File: src/hdl/ffe_pkg.sv
// shared types and constants of the form field extractor
package ffe_pkg;

    localparam int KEY_MAX   = 30;
    localparam int KEY_W     = 5;
    localparam int VALUE_MAX = 63;
    localparam int CNT_W     = 6;
    localparam int ADDR_W    = 6;
    localparam int DATA_W    = 64;
    localparam int KIND_W    = 2;

    localparam logic [7:0] CHAR_EQ  = 8'h3D;
    localparam logic [7:0] CHAR_AMP = 8'h26;
    localparam logic [7:0] CHAR_NUL = 8'h00;

    localparam logic [KIND_W-1:0] KIND_VALUE = 2'd0;
    localparam logic [KIND_W-1:0] KIND_END   = 2'd1;
    localparam logic [KIND_W-1:0] KIND_NONE  = 2'd2;

    localparam logic [2:0] REG_KEY_CHARS = 3'd0;
    localparam logic [2:0] REG_KEY_WORD_A = 3'd1;
    localparam logic [2:0] REG_KEY_WORD_B = 3'd2;
    localparam logic [2:0] REG_KEY_WORD_C = 3'd3;
    localparam logic [2:0] REG_KEY_WORD_D = 3'd4;

    typedef enum logic [2:0] {
        PH_SEARCH  = 3'b001,
        PH_CAPTURE = 3'b010,
        PH_DONE    = 3'b100
    } phase_t;

    typedef struct packed {
        logic [KIND_W-1:0] kind;
        logic [7:0]        value_byte;
        logic              last;
    } result_t;

    typedef struct packed {
        logic [KEY_W-1:0]             key_len;
        logic [KEY_MAX-1:0][7:0]      key;
    } key_cfg_t;

    typedef struct packed {
        logic shift;
        logic clear;
    } cell_ctl_t;

endpackage

File: src/hdl/ffe_if.sv
// stream interfaces for body bytes and extracted results
interface ffe_in_if;
    logic       valid;
    logic       ready;
    logic [7:0] body_byte;

    modport source (output valid, output body_byte, input ready);
    modport sink (input valid, input body_byte, output ready);
endinterface

interface ffe_out_if;
    logic                      valid;
    logic                      ready;
    logic [ffe_pkg::KIND_W-1:0] kind;
    logic [7:0]                value_byte;
    logic                      last;

    modport source (output valid, output kind, output value_byte, output last, input ready);
    modport sink (input valid, input kind, input value_byte, input last, output ready);
endinterface

File: src/hdl/ffe_cfg.sv
// apb register file holding the key and its length
module ffe_cfg
(
    input  logic                        clk,
    input  logic                        rst_n,
    input  logic                        psel,
    input  logic                        penable,
    input  logic                        pwrite,
    input  logic [ffe_pkg::ADDR_W-1:0]  paddr,
    input  logic [ffe_pkg::DATA_W-1:0]  pwdata,
    output logic [ffe_pkg::DATA_W-1:0]  prdata,
    output logic                        pready,
    output ffe_pkg::key_cfg_t           key_cfg
);

    logic [ffe_pkg::KEY_W-1:0] key_chars_reg;
    logic [63:0]               key_word_a_reg;
    logic [63:0]               key_word_b_reg;
    logic [63:0]               key_word_c_reg;
    logic [47:0]               key_word_d_reg;
    logic                      wr_en;
    logic [2:0]                reg_idx;

    assign pready  = 1'b1;
    assign wr_en   = psel & penable & pwrite;
    assign reg_idx = paddr[ffe_pkg::ADDR_W-1:3];

    always_ff @(posedge clk or negedge rst_n)
    begin
        if (!rst_n)
        begin
            key_chars_reg  <= '0;
            key_word_a_reg <= '0;
            key_word_b_reg <= '0;
            key_word_c_reg <= '0;
            key_word_d_reg <= '0;
        end
        else if (wr_en)
        begin
            unique case (reg_idx)
                ffe_pkg::REG_KEY_CHARS:  key_chars_reg  <= pwdata[ffe_pkg::KEY_W-1:0];
                ffe_pkg::REG_KEY_WORD_A: key_word_a_reg <= pwdata;
                ffe_pkg::REG_KEY_WORD_B: key_word_b_reg <= pwdata;
                ffe_pkg::REG_KEY_WORD_C: key_word_c_reg <= pwdata;
                ffe_pkg::REG_KEY_WORD_D: key_word_d_reg <= pwdata[47:0];
                default: ;
            endcase
        end
    end

    always_comb
    begin
        unique case (reg_idx)
            ffe_pkg::REG_KEY_CHARS:  prdata = {{(ffe_pkg::DATA_W-ffe_pkg::KEY_W){1'b0}},
                                               key_chars_reg};
            ffe_pkg::REG_KEY_WORD_A: prdata = key_word_a_reg;
            ffe_pkg::REG_KEY_WORD_B: prdata = key_word_b_reg;
            ffe_pkg::REG_KEY_WORD_C: prdata = key_word_c_reg;
            ffe_pkg::REG_KEY_WORD_D: prdata = {16'h0000, key_word_d_reg};
            default:                 prdata = '0;
        endcase
    end

    // lengths above the cell count saturate
    always_comb
    begin
        if (key_chars_reg > ffe_pkg::KEY_W'(ffe_pkg::KEY_MAX))
            key_cfg.key_len = ffe_pkg::KEY_W'(ffe_pkg::KEY_MAX);
        else
            key_cfg.key_len = key_chars_reg;
        key_cfg.key = {key_word_d_reg, key_word_c_reg, key_word_b_reg, key_word_a_reg};
    end

endmodule

File: src/hdl/ffe_cell.sv
// one match cell: tracks whether the key prefix through its char ends at the last byte
module ffe_cell
(
    input  logic              clk,
    input  logic              rst_n,
    input  ffe_pkg::cell_ctl_t ctl,
    input  logic [7:0]        body_byte,
    input  logic [7:0]        key_char,
    input  logic              prev_match,
    input  logic              term,
    output logic              match,
    output logic              hit
);

    logic match_reg;
    logic match_next;

    always_comb
    begin
        if (ctl.clear)
            match_next = 1'b0;
        else if (ctl.shift)
            match_next = prev_match & (body_byte == key_char);
        else
            match_next = match_reg;
    end

    always_ff @(posedge clk or negedge rst_n)
    begin
        if (!rst_n)
            match_reg <= 1'b0;
        else
            match_reg <= match_next;
    end

    assign match = match_reg;
    // key ends at this cell's position and the '=' arrives now
    assign hit   = prev_match & term & (body_byte == ffe_pkg::CHAR_EQ);

endmodule

File: src/hdl/ffe_skid.sv
// output register with one skid entry
module ffe_skid
(
    input  logic             clk,
    input  logic             rst_n,
    input  logic             push,
    input  ffe_pkg::result_t push_data,
    output logic             push_ready,
    ffe_out_if.source        out_ch
);

    logic             out_valid_reg;
    logic             out_valid_next;
    ffe_pkg::result_t out_data_reg;
    logic             skid_valid_reg;
    logic             skid_valid_next;
    ffe_pkg::result_t skid_data_reg;
    logic             pop;
    logic             load_out;

    assign pop        = out_valid_reg & out_ch.ready;
    assign load_out   = pop | ~out_valid_reg;
    assign push_ready = ~skid_valid_reg;

    always_comb
    begin
        out_valid_next  = out_valid_reg;
        skid_valid_next = skid_valid_reg;
        if (load_out)
        begin
            out_valid_next  = skid_valid_reg | push;
            skid_valid_next = 1'b0;
        end
        else if (push)
            skid_valid_next = 1'b1;
    end

    always_ff @(posedge clk or negedge rst_n)
    begin
        if (!rst_n)
        begin
            out_valid_reg  <= 1'b0;
            skid_valid_reg <= 1'b0;
        end
        else
        begin
            out_valid_reg  <= out_valid_next;
            skid_valid_reg <= skid_valid_next;
        end
    end

    always_ff @(posedge clk)
    begin
        if (load_out)
            out_data_reg <= skid_valid_reg ? skid_data_reg : push_data;
        if (!load_out && push)
            skid_data_reg <= push_data;
    end

    assign out_ch.valid      = out_valid_reg;
    assign out_ch.kind       = out_data_reg.kind;
    assign out_ch.value_byte = out_data_reg.value_byte;
    assign out_ch.last       = out_data_reg.last;

endmodule

File: src/hdl/form_field_extractor_top.sv
// form field extractor top level: key match cells, capture control, output stage
//
// usage: program key_chars and key_word_a..d over apb (64-bit registers at 8*i),
// then stream a url-encoded body on in_ch one byte per transfer; a zero byte
// ends the body. the first occurrence of key followed by '=' starts capture.
// out_ch gives one transfer per value byte (at most 63 kept, rest dropped),
// then an end marker at '&' or body end; a body with no match gives not-found.
// end marker and not-found carry last = 1.
// throughput: one byte per cycle while in_ch.ready is high, set by the row of 30
// compare cells; a result passes through the output register, or the skid entry
// when out_ch stalls, before it appears on out_ch.
// the output register plus one skid entry let in_ch keep taking bytes while a
// result waits; when out_ch stalls and the skid entry fills, in_ch.ready drops
// until the receiver takes a transfer.
// reset clears the key registers, match cells, phase and output stage; the
// block is ready for bytes as soon as reset is released.
module form_field_extractor_top
(
    input  logic                        clk,
    input  logic                        rst_n,
    input  logic                        psel,
    input  logic                        penable,
    input  logic                        pwrite,
    input  logic [ffe_pkg::ADDR_W-1:0]  paddr,
    input  logic [ffe_pkg::DATA_W-1:0]  pwdata,
    output logic [ffe_pkg::DATA_W-1:0]  prdata,
    output logic                        pready,
    ffe_in_if.sink                      in_ch,
    ffe_out_if.source                   out_ch
);

    ffe_pkg::key_cfg_t           key_cfg;
    ffe_pkg::cell_ctl_t          cell_ctl;
    ffe_pkg::phase_t             phase_reg;
    ffe_pkg::phase_t             phase_next;
    logic [ffe_pkg::CNT_W-1:0]   count_reg;
    logic [ffe_pkg::CNT_W-1:0]   count_next;
    logic [ffe_pkg::KEY_MAX-1:0] match_vec;
    logic [ffe_pkg::KEY_MAX-1:0] hit_vec;
    logic [ffe_pkg::KEY_MAX-1:0] term_vec;
    logic                        hit_full;
    logic                        key_hit;
    logic                        in_fire;
    logic                        push_ready;
    logic                        push;
    ffe_pkg::result_t            push_data;
    logic [7:0]                  b;

    ffe_cfg u_cfg
    (
        .clk     (clk),
        .rst_n   (rst_n),
        .psel    (psel),
        .penable (penable),
        .pwrite  (pwrite),
        .paddr   (paddr),
        .pwdata  (pwdata),
        .prdata  (prdata),
        .pready  (pready),
        .key_cfg (key_cfg)
    );

    assign b            = in_ch.body_byte;
    assign in_ch.ready  = push_ready;
    assign in_fire      = in_ch.valid & push_ready;

    for (genvar k = 0; k < ffe_pkg::KEY_MAX; k++)
    begin : g_cell
        logic prev_match;

        if (k == 0)
        begin : g_first
            assign prev_match = 1'b1;
        end
        else
        begin : g_rest
            assign prev_match = match_vec[k-1];
        end

        // key length is k: either the configured length or a zero char here
        assign term_vec[k] = (key_cfg.key_len == ffe_pkg::KEY_W'(k)) ||
                             ((ffe_pkg::KEY_W'(k) < key_cfg.key_len) &&
                              (key_cfg.key[k] == ffe_pkg::CHAR_NUL));

        ffe_cell u_cell
        (
            .clk        (clk),
            .rst_n      (rst_n),
            .ctl        (cell_ctl),
            .body_byte  (b),
            .key_char   (key_cfg.key[k]),
            .prev_match (prev_match),
            .term       (term_vec[k]),
            .match      (match_vec[k]),
            .hit        (hit_vec[k])
        );
    end

    assign hit_full = match_vec[ffe_pkg::KEY_MAX-1] &
                      (key_cfg.key_len == ffe_pkg::KEY_W'(ffe_pkg::KEY_MAX)) &
                      (b == ffe_pkg::CHAR_EQ);
    assign key_hit  = (|hit_vec) | hit_full;

    always_comb
    begin
        phase_next           = phase_reg;
        count_next           = count_reg;
        cell_ctl.shift       = 1'b0;
        cell_ctl.clear       = 1'b0;
        push                 = 1'b0;
        push_data.kind       = ffe_pkg::KIND_VALUE;
        push_data.value_byte = 8'h00;
        push_data.last       = 1'b0;
        if (in_fire)
        begin
            if (b == ffe_pkg::CHAR_NUL)
            begin
                cell_ctl.clear = 1'b1;
                phase_next     = ffe_pkg::PH_SEARCH;
                count_next     = '0;
            end
            unique case (phase_reg)
                ffe_pkg::PH_SEARCH:
                begin
                    if (b == ffe_pkg::CHAR_NUL)
                    begin
                        push           = 1'b1;
                        push_data.kind = ffe_pkg::KIND_NONE;
                        push_data.last = 1'b1;
                    end
                    else
                    begin
                        cell_ctl.shift = 1'b1;
                        if (key_hit)
                        begin
                            phase_next = ffe_pkg::PH_CAPTURE;
                            count_next = '0;
                        end
                    end
                end
                ffe_pkg::PH_CAPTURE:
                begin
                    if (b == ffe_pkg::CHAR_NUL || b == ffe_pkg::CHAR_AMP)
                    begin
                        push           = 1'b1;
                        push_data.kind = ffe_pkg::KIND_END;
                        push_data.last = 1'b1;
                        if (b == ffe_pkg::CHAR_AMP)
                            phase_next = ffe_pkg::PH_DONE;
                    end
                    else if (count_reg < ffe_pkg::CNT_W'(ffe_pkg::VALUE_MAX))
                    begin
                        push                 = 1'b1;
                        push_data.value_byte = b;
                        count_next           = count_reg + 1'b1;
                    end
                end
                default: ;
            endcase
        end
    end

    always_ff @(posedge clk or negedge rst_n)
    begin
        if (!rst_n)
        begin
            phase_reg <= ffe_pkg::PH_SEARCH;
            count_reg <= '0;
        end
        else
        begin
            phase_reg <= phase_next;
            count_reg <= count_next;
        end
    end

    ffe_skid u_skid
    (
        .clk        (clk),
        .rst_n      (rst_n),
        .push       (push),
        .push_data  (push_data),
        .push_ready (push_ready),
        .out_ch     (out_ch)
    );

endmodule

File: src/flat_wrapper.sv
// flat-port wrapper written by rule: the top's interface ports become plain ports
module form_field_extractor_top_flat 
  (clk, rst_n, psel, penable, pwrite, paddr, pwdata, prdata, pready, in_ch_valid, in_ch_body_byte, in_ch_ready, out_ch_valid, out_ch_kind, out_ch_value_byte, out_ch_last, out_ch_ready);
  ffe_in_if in_ch_i ();
  ffe_out_if out_ch_i ();
  input  logic clk;
  input  logic rst_n;
  input  logic psel;
  input  logic penable;
  input  logic pwrite;
  input  logic [ffe_pkg::ADDR_W-1:0] paddr;
  input  logic [ffe_pkg::DATA_W-1:0] pwdata;
  output logic [ffe_pkg::DATA_W-1:0] prdata;
  output logic pready;
  input wire logic [$bits(in_ch_i.valid)-1:0] in_ch_valid;
  input wire logic [$bits(in_ch_i.body_byte)-1:0] in_ch_body_byte;
  output wire logic [$bits(in_ch_i.ready)-1:0] in_ch_ready;
  output wire logic [$bits(out_ch_i.valid)-1:0] out_ch_valid;
  output wire logic [$bits(out_ch_i.kind)-1:0] out_ch_kind;
  output wire logic [$bits(out_ch_i.value_byte)-1:0] out_ch_value_byte;
  output wire logic [$bits(out_ch_i.last)-1:0] out_ch_last;
  input wire logic [$bits(out_ch_i.ready)-1:0] out_ch_ready;
  assign in_ch_i.valid = in_ch_valid;
  assign in_ch_i.body_byte = in_ch_body_byte;
  assign in_ch_ready = in_ch_i.ready;
  assign out_ch_valid = out_ch_i.valid;
  assign out_ch_kind = out_ch_i.kind;
  assign out_ch_value_byte = out_ch_i.value_byte;
  assign out_ch_last = out_ch_i.last;
  assign out_ch_i.ready = out_ch_ready;
  form_field_extractor_top u_core (.clk(clk), .rst_n(rst_n), .psel(psel), .penable(penable), .pwrite(pwrite), .paddr(paddr), .pwdata(pwdata), .prdata(prdata), .pready(pready), .in_ch(in_ch_i), .out_ch(out_ch_i));
endmodule
File: config.mk
export PLATFORM = sky130hd
export DESIGN_NAME = form_field_extractor_top_flat
export DESIGN_NICKNAME = d
export VERILOG_FILES = /design/src/hdl/ffe_pkg.sv /design/src/hdl/ffe_if.sv /design/src/hdl/ffe_cfg.sv /design/src/hdl/ffe_cell.sv /design/src/hdl/ffe_skid.sv /design/src/hdl/form_field_extractor_top.sv /design/src/flat_wrapper.sv
export SDC_FILE = /design/constraint.sdc
export NUM_CORES = 1
export LEC_CHECK = 0
export ABC_AREA = 0
export ABC_CLOCK_PERIOD_IN_PS = 2000
export BUFFER_PORTS_ARGS = -buffer_cell sky130_fd_sc_hd__buf_2
export CORE_MARGIN = 8
export CORE_UTILIZATION = 41
export CTS_BUF_LIST = sky130_fd_sc_hd__clkbuf_4
export DETAILED_ROUTE_END_ITERATION = 10
export GPL_TIMING_DRIVEN = 0
export MAX_ROUTING_LAYER = met4
export PLACE_DENSITY = 0.62
export SKIP_CTS_REPAIR_TIMING = 1
export SLEW_MARGIN = 5
export SYNTH_ARGS = -nofsm -noshare
export SYNTH_HDL_FRONTEND = slang
export SYNTH_SLANG_ARGS = --single-unit
File: constraint.sdc
create_clock -name clk -period 2 [get_ports clk]
set_input_delay 0.3 -clock clk [delete_from_list [all_inputs] [get_ports clk]]
set_output_delay 0.3 -clock clk [all_outputs]
set_load 0.01 [all_outputs]
==> summary.txt <==
Status
  – Run status: complete, but fails checks
  – Violated checks: negative setup slack

Worst setup path
  – Register-to-register setup slack: -0.53 ns
  – Reg2Reg Launch Point: u_core.u_cfg.key_chars_reg[3]
  – Worst R2R End: u_core.phase_reg[1]
  – CP startpoint: u_core.u_cfg.key_chars_reg[3]
  – Stage delay of the slowest cell on the critical path: 0.44 ns
  – CP endpoint: u_core.phase_reg[1]
  – Worst path buffer plus inverter count: 3
  – Worst path depth: 10
  – Crit path DAT: 3.16 ns
  – Endpoint kind of the worst setup timing path: register
  – Critical path, cell by cell: buf_6, buf_4, o31a_1, nand4_1, o31ai_1, nor4_2, and3_4, a2111oi_4, buf_6, a21bo_1
  – Startpoint class of the critical path: register
  – Most common cell on crit path: sky130_fd_sc_hd__buf_6
  – Slowest stage cell on the critical path: sky130_fd_sc_hd__dfrtp_2
  – CP Max Fanout: 8
  – Data required time at the worst endpoint: 2.63 ns
  – Start-to-end type of the worst setup path: register to register
  – Path depth of the worst reg2reg path: 10
  – Cell class contributing the biggest share of worst-path delay: simple AND/OR/NAND/NOR gates

Power
  – Power per standard cell area: 895 nW/um^2
  – Largest voltage drop on the vdd net: 0.550 mV
  – Static leakage: 0.0100 uW

Yosys
  – Number of enable-type register cells in the synthesized netlist: 22
  – Synth Net Count: 1593
  – Mean cell area of the mapped netlist: 11.5 sq um
  – Count of mapped cells out of synthesis: 1507
  – Post-Synthesis Cell Area: 17300 sq um
  – FF+latch count, synth: 308
  – Cell types with the largest area share after synthesis: sky130_fd_sc_hd__dfrtp_1 41%, sky130_fd_sc_hd__mux2_2 13%, sky130_fd_sc_hd__xor2_1 11%
  – Sequential-to-total area share from yosys stat: 0.453
  – Most frequently used flop master after synthesis: sky130_fd_sc_hd__dfrtp_1
  – Share of flip-flops with an asynchronous set or reset after synthesis: 0.929
  – Share of the synthesized area in the top cell type: 0.413
  – Unique masters post-synth: 78
  – Leading area contributor after synthesis: sky130_fd_sc_hd__dfrtp_1
  – Yosys warning count: 0

Timing
  – Final Skew: 0.0591 ns
  – Setup repair after global routing missed its margin: true
  – Remaining max-slew budget at the tightest pin: 0.0629
  – Maximum achievable frequency: 396 MHz
  – Max-slew violation count: 0
  – Worst hold slack: 0.0215 ns
  – Actual slew at the worst max-slew pin: 1.41 ns
  – Post-route setup slack: -0.526 ns
  – Share of the clock period used by the worst path: 1.26
  – Shortest clock period the worst path allows after layout: 2.53 ns
  – Final Hold Fails: 0
  – Number of failing setup endpoints in the final timing report: 72

Clock network
  – Clock Sink Count: 308
  – CTS clock-pin slew for the worst setup and hold paths: 0.07 ns
  – CTS buffer count: 85
  – Buffer type at the clock tree root: sky130_fd_sc_hd__clkbuf_4
  – CTS H-Tree Depth: 3
  – Longest Clk Path Bufs: 3
  – CTS tree: built
  – Clock insertion delay at the later pin of the skew report: 0.79 ns

Placed design
  – Placed cells: 2197
  – Dpl hpwl: 43.5 mm
  – IO Port Bufs: 148
  – GP Congestion: 0.960

Flow run
  – Number of maximum-capacitance constraint violations: 0

Die
  – Die Y: 221 microns
  – Initial Util: 0.413
  – Number of primary I/O pins: 163
  – Die Width: 221 microns
  – Core footprint: 41800 sq um
  – Total Die Area: 48900 sq um
  – Site Rows: 75

Routing
  – Number of iterations in the first detailed-routing pass: 5
  – DRT Wirelength: 62.4 mm
  – Via-per-instance ratio: 5.94
  – Via count: 14900
  – Iteration-0 DRC count of the detailed router: 1422
  – Antenna-violating nets left: 0
  – Number of remaining DRC errors: 0
  – Average wire length per cell after detail routing: 25.0 microns

Cells and area
  – Post-route non-filler standard cell count: 2502
  – Fraction of layout cells with a size suffix above 1: 0.389
  – Count of nets after finishing: 1983
  – Layout overhead on the synthesized area: 26.0%

GRT
  – Vias in the first global route: 14400
  – Maximum number of pins on one net before global-route repair: 77
  – Met2 usage in global routing: 0.384
  – Met1 Resource Use GR: 0.319
  – Initial antenna violation count: 1
  – Total routing resource utilization after global routing: 0.249
  – Leftover overflow at the end of global routing: 0
  – Met3 layer usage reported by global route: 0.0536
  – Global routing's busiest layer: met2
  – Global-route wire length before repair: 91.8 mm

Min path
  – WHS Path Cells: 5
  – Hold Crit Class: input pin to register
==> worst min path at each step <==
stage	from	to	slack, ns
after floorplan	rst_n	u_core.count_reg[0]	0.004
after global placement	u_core.g_cell[19].u_cell.match	u_core.g_cell[19].u_cell.match	0.47
after detailed placement	rst_n	u_core.u_cfg.key_word_a_reg[59]	0.32
after CTS	rst_n	u_core.u_cfg.key_word_b_reg[63]	-0.52
after global routing	in_ch_body_byte[0]	u_core.g_cell[8].u_cell.match	0.007
final	in_ch_body_byte[2]	u_core.g_cell[8].u_cell.match	0.02
==> power by group <==
part           leakage, uW  internal [uW]  switching [uW]  total [uW]
sequential         0.00386           7300            1420        8720
combinational      0.00550           2640            2340        4980
clock             0.000647           3020            2750        5760
total               0.0100          13000            6500       19500
==> routing by layer <==
layer / up-vias / routed length (microns)
li1: 6434 / -
met1: 7570 / 26100
met2: 690 / 29000
met3: 175 / 4950
met4: 0 / 2430
met5: - / 0
==> cells in the mapped netlist (all sizes together), types with 42 or more instances <==
cell type / number
o21ai: 42
a22o: 44
xor2: 208
nand2: 57
buf: 55
dfrtp: 285
nor2: 43
nor4: 71
clkbuf: 53
nand4: 42
a221o: 43
nor3: 47
mux2: 264
==> placed cells by master, fill, tap and decap left out, types with 11 or more instances in the layout <==
| cell | instances |
|---|---|
| sky130_fd_sc_hd__clkbuf_4 | 135 |
| sky130_fd_sc_hd__a22o_1 | 44 |
| sky130_fd_sc_hd__xnor2_1 | 33 |
| sky130_fd_sc_hd__nor2_1 | 36 |
| sky130_fd_sc_hd__a21oi_1 | 13 |
| sky130_fd_sc_hd__clkbuf_1 | 30 |
| sky130_fd_sc_hd__clkinv_1 | 18 |
| sky130_fd_sc_hd__buf_6 | 17 |
| sky130_fd_sc_hd__mux2_2 | 199 |
| sky130_fd_sc_hd__dfrtp_1 | 240 |
| sky130_fd_sc_hd__o21ai_0 | 26 |
| sky130_fd_sc_hd__mux2_1 | 58 |
| sky130_fd_sc_hd__clkbuf_2 | 14 |
| sky130_fd_sc_hd__buf_4 | 84 |
| sky130_fd_sc_hd__o21ai_1 | 16 |
| sky130_fd_sc_hd__nand4_1 | 42 |
| sky130_fd_sc_hd__xor2_1 | 208 |
| sky130_fd_sc_hd__dlygate4sd3_1 | 65 |
| sky130_fd_sc_hd__nor4_1 | 68 |
| sky130_fd_sc_hd__dfrtp_2 | 45 |
| sky130_fd_sc_hd__a221o_1 | 43 |
| sky130_fd_sc_hd__a22oi_2 | 13 |
| sky130_fd_sc_hd__nor3_1 | 43 |
| sky130_fd_sc_hd__and3_1 | 11 |
| sky130_fd_sc_hd__buf_2 | 173 |
| sky130_fd_sc_hd__edfxtp_1 | 22 |
| sky130_fd_sc_hd__nand2_1 | 56 |
==> stage by stage <==
step	TNS (ns)	util	cell area, sq um	power [uW]	setup WS [ns]
after floorplan	-1.51	-	17300	11100	-0.132
after global placement	-1636.90	0.448	18700	12700	-4.73
after detailed placement	-296.95	0.451	18800	12800	-1.15
after CTS	-110.24	0.476	19900	18600	-0.842
after global routing	-19.09	0.521	21800	20400	-0.547
final	-14.20	0.521	21800	19500	-0.526
==> worst reg2reg max path: cells and delay by family, from the launching register on <==
family,cells,cell delay [ns]
AOI/OAI and AO/OA,4,0.71
buffers and inverters,3,0.44
DFF,1,0.44
and+or+nand+nor,3,0.81
==> cells by family after synthesis <==
logic type               after synthesis  synth area share
buffers and inverters                117            0.0330
flip-flops                           308             0.453
AO/OA/AOI/OAI                        225             0.102
multiplexers                         275             0.179
AND/OR/NAND/NOR                      339             0.111
adder cells (fa/ha/maj)                1          0.000725
other                                  1          0.000217
XOR/XNOR                             241             0.122
==> cell type report <==
type	instances	area, sq um
multi-input cells	1082	9200
inverters	9	33.8
well taps	539	674
flip-flops and latches	308	7880
repair buffers	305	2230
plain buffers	106	662
clock buffers	127	953
fillers	3762	20000
clock inverters	24	119
diodes	2	5.00
Power figures use the tool's default switching activity.
